==> src/rtl/core/dwdb_pkg.sv <==
`timescale 1ns / 1ps

package dwdb_pkg;

  // point memory geometry
  localparam int unsigned MaxPoints = 4096;
  localparam int unsigned AddrW     = $clog2(MaxPoints);
  localparam int unsigned LenW      = AddrW + 1;

  // field and accumulator widths
  localparam int unsigned SampleW = 16;
  localparam int unsigned CntW    = 16;
  localparam int unsigned SumW    = SampleW + CntW;
  localparam int unsigned QuoW    = SampleW + 1;
  localparam int unsigned StepW   = $clog2(QuoW);
  localparam int unsigned SizeW   = 16;
  localparam int unsigned WidthW  = 13;

  // register file
  localparam int unsigned DataW  = 32;
  localparam int unsigned PaddrW = 4;

  typedef logic [1:0] reg_idx_t;

  localparam reg_idx_t RegSampleCount = 2'd0;
  localparam reg_idx_t RegPixelWidth  = 2'd1;
  localparam reg_idx_t RegScrollMode  = 2'd2;

  // divider request and response
  typedef struct packed {
    logic            start;
    logic [SumW-1:0] dividend;
    logic [CntW-1:0] divisor;
  } div_req_t;

  typedef struct packed {
    logic               done;
    logic [SampleW-1:0] quotient;
  } div_rsp_t;

endpackage

==> src/rtl/core/dwdb_div.sv <==
`timescale 1ns / 1ps

module dwdb_div import dwdb_pkg::*; (
  input  logic     clk_i,
  input  logic     rst_ni,
  input  div_req_t req_i,
  output div_rsp_t rsp_o
);

  localparam logic [QuoW-1:0]    NegLim = QuoW'(1) << (SampleW - 1);
  localparam logic [QuoW-1:0]    PosLim = NegLim - QuoW'(1);
  localparam logic [SampleW-1:0] SatMin = {1'b1, {(SampleW-1){1'b0}}};
  localparam logic [SampleW-1:0] SatMax = {1'b0, {(SampleW-1){1'b1}}};

  logic               busy_q;
  logic               done_q;
  logic               neg_q;
  logic [StepW-1:0]   step_q;
  logic [CntW-1:0]    rem_q;
  logic [CntW-1:0]    div_q;
  logic [QuoW-1:0]    quo_q;
  logic [SampleW-1:0] res_q;

  logic [SumW-1:0]    mag;
  logic [CntW:0]      trial;
  logic [CntW:0]      diff;
  logic               ge;
  logic [CntW-1:0]    rem_n;
  logic [QuoW-1:0]    quo_n;
  logic [QuoW-1:0]    quo_neg;
  logic [SampleW-1:0] sat;
  logic               last_step;

  // magnitude of the signed dividend
  assign mag = req_i.dividend[SumW-1] ? (~req_i.dividend + SumW'(1)) : req_i.dividend;

  // one restoring step: shift in the next dividend bit, subtract if it fits
  assign trial = {rem_q, quo_q[QuoW-1]};
  assign diff  = trial - {1'b0, div_q};
  assign ge    = trial >= {1'b0, div_q};
  assign rem_n = ge ? diff[CntW-1:0] : trial[CntW-1:0];
  assign quo_n = {quo_q[QuoW-2:0], ge};

  assign last_step = step_q == StepW'(QuoW - 1);

  // sign and clamp to the sample range
  assign quo_neg = ~quo_n + QuoW'(1);
  always_comb begin
    if (neg_q) begin
      sat = (quo_n > NegLim) ? SatMin : quo_neg[SampleW-1:0];
    end else begin
      sat = (quo_n > PosLim) ? SatMax : quo_n[SampleW-1:0];
    end
  end

  // control
  always_ff @(posedge clk_i or negedge rst_ni) begin
    if (!rst_ni) begin
      busy_q <= 1'b0;
      done_q <= 1'b0;
      step_q <= '0;
    end else begin
      done_q <= 1'b0;
      if (req_i.start) begin
        busy_q <= 1'b1;
        step_q <= '0;
      end else if (busy_q) begin
        step_q <= step_q + StepW'(1);
        if (last_step) begin
          busy_q <= 1'b0;
          done_q <= 1'b1;
        end
      end
    end
  end

  // datapath; the quotient fits QuoW bits as the average stays in range,
  // so the top dividend bits seed the partial remainder
  always_ff @(posedge clk_i) begin
    if (req_i.start) begin
      neg_q <= req_i.dividend[SumW-1];
      div_q <= req_i.divisor;
      rem_q <= {1'b0, mag[SumW-1:QuoW]};
      quo_q <= mag[QuoW-1:0];
    end else if (busy_q) begin
      rem_q <= rem_n;
      quo_q <= quo_n;
      if (last_step) begin
        res_q <= sat;
      end
    end
  end

  assign rsp_o.done     = done_q;
  assign rsp_o.quotient = res_q;

endmodule

==> config.mk <==
export PLATFORM = sky130hd
export DESIGN_NAME = dwdb_div
export DESIGN_NICKNAME = d
export VERILOG_FILES = /design/src/rtl/core/dwdb_pkg.sv /design/src/rtl/core/dwdb_div.sv
export SDC_FILE = /design/constraint.sdc
export NUM_CORES = 1
export LEC_CHECK = 0
export BUFFER_PORTS_ARGS = -buffer_cell sky130_fd_sc_hd__buf_2
export CORE_UTILIZATION = 60
export DETAILED_ROUTE_END_ITERATION = 8
export GPL_TIMING_DRIVEN = 0
export PLACE_DENSITY = 0.83
export SLEW_MARGIN = 0
export SYNTH_ARGS = -nofsm -noshare
export SYNTH_HDL_FRONTEND = slang
export SYNTH_SLANG_ARGS = --single-unit
==> constraint.sdc <==
create_clock -name clk_i -period 8.42 [get_ports clk_i]
set_input_delay 0.421 -clock clk_i [delete_from_list [all_inputs] [get_ports clk_i]]
set_output_delay 0.421 -clock clk_i [all_outputs]
set_load 0.05 [all_outputs]
Word level (Yosys, flattened, before mapping)
Cells that the tools add are included.
{"block": "word_totals", "register_bits": 73, "wordCells": 39, "latch_bits": 0, "mem_count": 0, "ram_bits": 0, "romBits": 0}
{"block": "classes", "n_reduce_logical": 2, "mux": 17, "bitwise": 3, "div": 0, "addsub": 4, "multipliers": 0, "eq_ne": 1, "n_lt_le_gt_ge": 3, "shift": 0}
{"operator": "$mux W16", "count": 4}
{"operator": "$mux W17", "count": 2}
{"operator": "$add A32 B1 Y32 const B", "count": 1}
{"operator": "$mux W32", "count": 1}
{"operator": "$not A32 Y32", "count": 1}
{"operator": "$mux W15", "count": 2}
{"operator": "$ge A17 B16 Y1", "count": 1}
{"operator": "$gt A17 B15 Y1 const B", "count": 1}
{"operator": "$gt A17 B16 Y1 const B", "count": 1}
{"operator": "$add A16 B1 Y16 const B", "count": 1}
{"operator": "$not A16 Y16", "count": 1}
{"operator": "$sub A16 B16 Y16", "count": 1}
{"operator": "$mux W5", "count": 2}
{"operator": "$mux W1", "count": 6}
{"operator": "$add A5 B1 Y5 const B", "count": 1}
{"operator": "$eq A5 B5 Y1 const B", "count": 1}
{"operator": "$reduce_and A3 Y1", "count": 1}
{"operator": "$reduce_bool A2 Y1", "count": 1}
{"operator": "$not A1 Y1", "count": 1}

Depth between registers and ports, before layout
Gate-level depths: netlist of the first run.
{"block": "logic_depth", "ltp_word": 5, "ltp_mapped": 18}

Worst setup path before layout of the first run
Ideal clock, no wire load.
{"block": "synth_timing", "path_type": "register to register", "from": "reg rem_q[8]", "to": "reg res_q[9] (data pin)", "stages_incl_launch_ff": 18, "slack_ns": 4.849, "arrival_time_ns": 3.315, "synth_period_minus_slack_ns": 3.571, "path_buffers": 3, "cell_sequence": "edfxtp_1 -> ha_1 -> clkbuf_1 -> nand4_1 -> a211oi_1 -> o21ai_0 -> a31o_2 -> nand2b_1 -> buf_2 -> clkbuf_1 -> ha_1 -> nand4b_1 -> nor4_1 -> nand2_1 -> nand2_1 -> a211oi_1 -> a31oi_1 -> o22a_1"}
{"block": "synth_between", "elab_chain_len": 5, "elab_cells_between_ends": 8, "classes_between": "1 x add/sub; 3 x order compare; 3 x mux; 1 x bitwise"}
{"element": "start, declared", "line_no": "dwdb_div.sv:19", "rtl": "logic [CntW-1:0] rem_q;"}
{"element": "start signal, assigned", "line_no": "dwdb_div.sv:83", "rtl": "rem_q <= {1'b0, mag[SumW-1:QuoW]};"}
{"element": "start signal, assigned", "line_no": "dwdb_div.sv:86", "rtl": "rem_q <= rem_n;"}
{"element": "$ge A17 B16 Y1 *", "line_no": "dwdb_div.sv:40", "rtl": "assign ge = trial >= {1'b0, div_q};"}
{"element": "$not A16 Y16", "line_no": "dwdb_div.sv:47", "rtl": "assign quo_neg = ~quo_n + QuoW'(1);"}
{"element": "$add A16 B1 Y16", "line_no": "dwdb_div.sv:47"}
{"element": "$mux W16", "line_no": "dwdb_div.sv:50", "rtl": "sat = (quo_n > NegLim) ? SatMin : quo_neg[SampleW-1:0];"}
{"element": "$mux W16 *", "line_no": "dwdb_div.sv:49", "rtl": "if (neg_q) begin"}
{"element": "named net sat[9]", "line_no": "dwdb_div.sv:31", "rtl": "logic [SampleW-1:0] sat;"}
{"element": "end signal, assigned", "line_no": "dwdb_div.sv:89", "rtl": "res_q <= sat;"}
{"element": "end, declared", "line_no": "dwdb_div.sv:22", "rtl": "logic [SampleW-1:0] res_q;"}
Mark *: on every way through the listed nets, which the timed path passes. The rest lies on a longest branch.
A chain may end at the register's enable or synchronous reset.

Final worst setup path of the first run
{"block": "layout_timing", "from": "reg rem_q[8]", "to": "reg res_q[6] (data pin)"}
The elaborated chain is that of the path after synthesis.

==> results.toml, run 1 <==
[global_routing]
grt.total_usage = 0.302
grt_pass1_vias = 3930
grt_max_degree = 34
gr-total-overflow = 0
antenna_found_initial = 0
grt_pass1_wl_um = 19700

[power]
pwr-share-seq = 0.357
p_clk_frac = 0.227
p_sw_w = 0.000551
power_w = 0.00146
p_per_area_nw_per_um2 = 259
p_comb_frac = 0.416
ir_drop_v = 0.000189
power.internal_w = 0.000911
swShare = 0.377
p_leak_nw = 2.33

[cts]
clk_latency_ps = 360
cts_root_buf = "clkbuf_8"
postCtsSetupBuffers = 0
cts.htree.levels = 3
cts_sinks = 73
clock_path_buffers = 2
clk_pin_slew_worst_paths_ps = 80
cts_tree = "done"
post_cts_resized = 0
numCtsBuffers = 9

[sta]
final_max_slew_viol_count = 0
skew_ps = 9.44
setup_tns_ps = 0
min_period_ps = 4700
rsz0062_at_grt = "false"
finalCritPeriodShare = 0.558
clock.fmax_ghz = 0.213
worstMarginPinSlew_ps = 1270
setup_viol = 0
holdWs_ps = 225
max_slew_margin = 0.151
hold_viol = 0

[logic_synthesis]
syn_nets = 580
syn_area_um2 = 4930
syn_area_per_cell_um2 = 9.73
ys_ff_latch = 73
synthFlopType = "edfxtp_1"
seq_area_frac_synth = 0.435
synth.most_common_cell = "edfxtp_1"
yosysWarningCount = 0
synth_edf_count = 65
yosysUniqueCellTypes = 67
synth_top_area_frac = 0.396
synth.area.top_cells = "edfxtp_1 40%, ha_1 5.3%, xor2_1 5.0%, a21oi_1 4.2%, dfrtp_1 3.6%"
ys_top_cells_by_count = "65 x edfxtp_1, 43 x nand2_1, 41 x a21oi_1, 41 x nor2_1, 33 x inv_1"
yosysTopAreaCell = "edfxtp_1"
async_flop_share = 0.0959
netlist_instances = 507

[route]
wire_per_inst_um = 17.6
vias = 4317
drt_wl_total_um = 12200
ant_nets = 0
viasPerCell = 6.23
drt-initial-drc-count = 320
drc = 0
first_pass_iters = 5

[placement]
gp_congestion = 0.912
dp_hpwl_um = 8820
port_buffers = 67
dpl_cell_area_um2 = 5400
dp.cells = 676

[final_layout]
fillers = 610
syn2layout_area_growth_pct = 14.3
nNetsFinal = 659
layout-drive-gt1-share = 0.166
layoutNonFillerInstCount = 693
diodes = 0
stdcell_area_um2 = 5640

[worst_setup_path]
cp-start-kind = "flip-flop"
path_class = "flip-flop to flip-flop"
worstSetupEndpointType = "flip-flop"
worstSetupEndpoint = "res_q[6]"
cp.arrival_ps = 4820
rrSetupSlack_ps = 3720
cp-startpoint = "rem_q[8]"
worst_ep_required_time_ps = 8540
rr_worst_depth = 17
r2r_start = "rem_q[8]"
worstPathMaxFanout = 10
reg2reg_to = "res_q[6]"

[die]
ios = 68
dieArea_um2 = 8590
die_h_um = 92.7
coreArea_um2 = 7850
rows = 32
start_util = 0.629
die_x_um = 92.7

[job]
drv_cap = 0

[min_path]
hold_path_class = "input port to flip-flop"

[status]
status = "finished, final reports clean"
==> area by class of cell <==
cell class	instances	area (µm²)	share of cell area
Clock inverter	7	109	0.0193
Multi-Input combinational cell	380	2580	0.457
Buffer	21	83.8	0.0149
Tap cell	102	128	0.0226
Inverter	33	124	0.0220
Timing Repair Buffer	68	345	0.0613
Sequential cell	73	2150	0.381
Clock buffer	9	124	0.0220
==> cells by family (layout without fill, tap and decap cells) <==
group / after synthesis / in the layout / share of synthesized area
buffers and inverters: 54 / 138 / 0.0421
AO/OA/AOI/OAI: 140 / 140 / 0.190
multiplexers: 18 / 18 / 0.0368
flip-flops: 73 / 73 / 0.435
AND/OR/NAND/NOR: 162 / 162 / 0.171
adder cells (fa/ha/maj): 22 / 22 / 0.0573
XOR/XNOR: 38 / 38 / 0.0675
==> stage by stage <==
| stage | setup slack (ps) | util |
|---|---|---|
| floorplan | 4850 | - |
| global placement | 3880 | 0.688 |
| detailed placement | 3850 | 0.688 |
| CTS | 3820 | 0.718 |
| global route | 3420 | 0.718 |
| finish | 3720 | 0.718 |
==> placed cells by master (no fill, tap or decap), drive strengths merged, types with 4 or more instances in the layout <==
| cell | netlist | layout |
|---|---|---|
| a211o | 7 | 7 |
| a211oi | 5 | 5 |
| a21o | 11 | 11 |
| a21oi | 41 | 41 |
| buf | 7 | 74 |
| clkbuf | 14 | 23 |
| clkinv | 0 | 4 |
| dfrtp | 7 | 7 |
| edfxtp | 65 | 65 |
| ha | 21 | 21 |
| inv | 33 | 33 |
| mux2i | 17 | 17 |
| nand2 | 43 | 43 |
| nand2b | 4 | 4 |
| nand3 | 12 | 12 |
| nand4 | 8 | 8 |
| nor2 | 41 | 41 |
| nor2b | 4 | 4 |
| nor3 | 11 | 11 |
| nor3b | 6 | 6 |
| nor4 | 8 | 8 |
| o21a | 4 | 4 |
| o21ai | 30 | 30 |
| o31ai | 9 | 9 |
| o41ai | 7 | 7 |
| or3 | 6 | 6 |
| or4 | 4 | 4 |
| xnor2 | 10 | 10 |
| xor2 | 28 | 28 |
==> power groups by stage <==
stage	sequential, W	combinational [W]	clock [W]
2_1_floorplan	0.000508	0.000444	0
3_3_place_gp	0.000526	0.000566	0
3_5_place_dp	0.000527	0.000588	0
4_1_cts	0.000520	0.000596	0.000332
5_1_grt	0.000528	0.000667	0.000347
6_report	0.000523	0.000608	0.000331
==> what timing repair did <==
action | in CTS | in global routing
endpoints found under the hold margin | 7 | 0
endpoints found under the setup margin | 0 | 0
hold buffers | 1 | 0
==> worst min path at each step <==
stage | startpoint | cells after the start | slack [ps] | to
finish | req_i[10] | 1 | 230 | div_q[10]
global route | req_i[12] | 1 | 210 | div_q[12]
CTS | req_i[13] | 1 | 220 | div_q[13]
detailed placement | rst_ni | 1 | 260 | step_q[0]
global placement | rst_ni | 1 | 260 | step_q[4]
floorplan | rst_ni | 0 | 130 | busy_q
==> critical path, stage by stage, from the launching register on <==
cell and delay [ps]:
edfxtp_1 420, ha_1 290, clkbuf_1 250, nand4_1 200
a211oi_1 200, o21ai_0 170, a31o_2 330, nand2b_1 100
buf_2 310, clkbuf_1 530, ha_1 250, nand4b_1 100
nor4_1 80, nand2_1 70, nand2_1 70, a211oi_1 740
a21oi_1 120, o21a_1 210
==> flip-flops by register name, summed over array words and instances, names as in the netlist <==
name / flops
busy_q: 1
div_q: 16
done_q: 1
neg_q: 1
quo_q: 17
rem_q: 16
res_q: 16
step_q: 5
==> layer usage <==
| metal | vias up | wire, µm | track usage |
|---|---|---|---|
| met3 | 28 | 941 | 0.0509 |
| met1 | 2036 | 5360 | 0.415 |
| met4 | 0 | 261 | 0.114 |
| li1 | 2049 | - | - |
| met2 | 204 | 5620 | 0.479 |
| met5 | - | 0 | 0 |
(Power assumes the default switching activity.)
==> run 2: changes to the inputs <==
- CORE_UTILIZATION: 60 -> 53
- PLACE_DENSITY: 0.83 -> 0.77
- clock period: 8.42 -> 4.15 ns (I/O delays scaled with it)
==> results.toml, run 2 (synthesized netlist as in run 1, its figures left out) <==
[status]
status = "finished, final reports clean"

[job]
drv_cap = 0

[global_routing]
grt.total_usage = 0.263
gr-total-overflow = 0
grt_max_degree = 34
grt_pass1_vias = 4001
antenna_found_initial = 0
grt_pass1_wl_um = 20000

[route]
ant_nets = 0
wire_per_inst_um = 17.7
drt_wl_total_um = 12300
drt-initial-drc-count = 234
vias = 4322
drc = 0
viasPerCell = 6.19
first_pass_iters = 7

[worst_setup_path]
worst_ep_required_time_ps = 4280
crit_path_cell_trace = "ha_1, a21o_1, a21o_1, a21oi_1, a31o_2, nand2b_1, clkbuf_4, clkbuf_4, ha_1, nand4b_1, nor4_4, nand2_1, nand2_1, a211oi_4, a221oi_1"
cp.arrival_ps = 4080
crit_buf_inv = 2
path_class = "flip-flop to flip-flop"
worstSetupEndpointType = "flip-flop"
cp_top_family = "compound AO/OA/AOI/OAI gates"
worstPathMaxFanout = 10
critPathMaxStageDelay_ps = 450
cp_slowest_cell = "a221oi_1"
cp-start-kind = "flip-flop"

[power]
p_clk_frac = 0.191
p_sw_w = 0.00110
swShare = 0.387
p_comb_frac = 0.433
power.internal_w = 0.00174
p_per_area_nw_per_um2 = 502
ir_drop_v = 0.000290
pwr-share-seq = 0.376
p_leak_nw = 2.32

[cts]
numCtsBuffers = 9
cts.htree.levels = 3
clock_path_buffers = 2
cts_tree = "done"
postCtsSetupBuffers = 0
clk_pin_slew_worst_paths_ps = 80
cts_sinks = 73
clk_latency_ps = 350
cts_root_buf = "clkbuf_8"

[placement]
pre_cts_slack_ps = -434
port_buffers = 67
gp_congestion = 0.940
dp_hpwl_um = 9000

[min_path]
hold_path_class = "input port to flip-flop"

[sta]
rsz0062_at_grt = "false"
setup_viol = 0
min_period_ps = 3950
max_slew_margin = 0.336
skew_ps = 11.0
clock.fmax_ghz = 0.253
final_max_slew_viol_count = 0
finalCritPeriodShare = 0.951
worstMarginPinSlew_ps = 992
hold_viol = 0
worst_slack_ps = 202

[final_layout]
diodes = 0
largest_register_ffs = 17
syn2layout_area_growth_pct = 14.5
layout_commonest_cell = "buf_2"
final_core_util = 0.638
nNetsFinal = 658
layout-drive-gt1-share = 0.178
largest-register = "quo_q"
mostFrequentLayoutCells = "67 x buf_2, 65 x edfxtp_1, 43 x nand2_1"

[die]
start_util = 0.557
dieArea_um2 = 9700
coreArea_um2 = 8850
die_x_um = 98.5
die_h_um = 98.5
rows = 34
ios = 68
run 2: cell types whose count changed in the layout (fill, tap and decap cells not counted), sizes merged:
cell	before	now
bufinv	3	1
clkinvlp	0	1
buf	74	73
clkbuf	23	24
run 2: worst paths after layout:
path,cells after the start,startpoint,slack [ps],to
setup / recovery,15,rem_q[9],200,res_q[13]
hold / removal,1,req_i[6],30,div_q[6]
setup reg to reg,15,rem_q[9],200,res_q[13]
hold reg to reg,2,rem_q[15],480,rem_q[15]
max in group asynchronous,2,rst_ni,3770,busy_q
min in group asynchronous,2,rst_ni,220,step_q[0]
run 2: layout make-up:
cell class | instances | area (µm²)
tap | 108 | 135
buffer | 20 | 87.6
fill | 754 | 3200
clock inverter | 6 | 58.8
inverter | 33 | 124
multi-input combinational | 380 | 2620
clock buffer | 10 | 128
sequential | 73 | 2150
timing repair buffer | 68 | 345
run 2: metrics by stage:
| step | std cells | total power, W | area [µm²] | TNS (ps) | hold slack, ps |
|---|---|---|---|---|---|
| floorplan | 507 | 0.00193 | 4930 | 0 | -88.1 |
| global placement | 682 | 0.00222 | 5400 | -2350 | 42.0 |
| detailed placement | 682 | 0.00226 | 5400 | -2660 | 44.7 |
| CTS | 699 | 0.00281 | 5610 | 0 | 13.9 |
| global route | 698 | 0.00301 | 5650 | 0 | 5.54 |
| finish | 698 | 0.00284 | 5650 | 0 | 27.2 |
run 2: power groups by stage:
stage	sequential [W]	combinational, W	clock (W)
floorplan	0.00103	0.000902	0
global placement	0.00107	0.00115	0
detailed placement	0.00108	0.00118	0
CTS	0.00106	0.00120	0.000552
global route	0.00108	0.00136	0.000576
finish	0.00107	0.00123	0.000542
run 2: per-layer routing:
layer | track usage | wire length, µm | vias to the layer above
li1 | - | - | 2043
met4 | 0.0746 | 138 | 0
met1 | 0.363 | 5510 | 2090
met3 | 0.0440 | 811 | 13
met2 | 0.430 | 5870 | 176
met5 | 0 | 0 | -
run 2: repair_timing:
item	CTS	global route
resized for setup	4	11
pin swaps	0	0
endpoints found under the setup margin	13	13
hold buffers	1	0
hold endpoints to repair	7	0
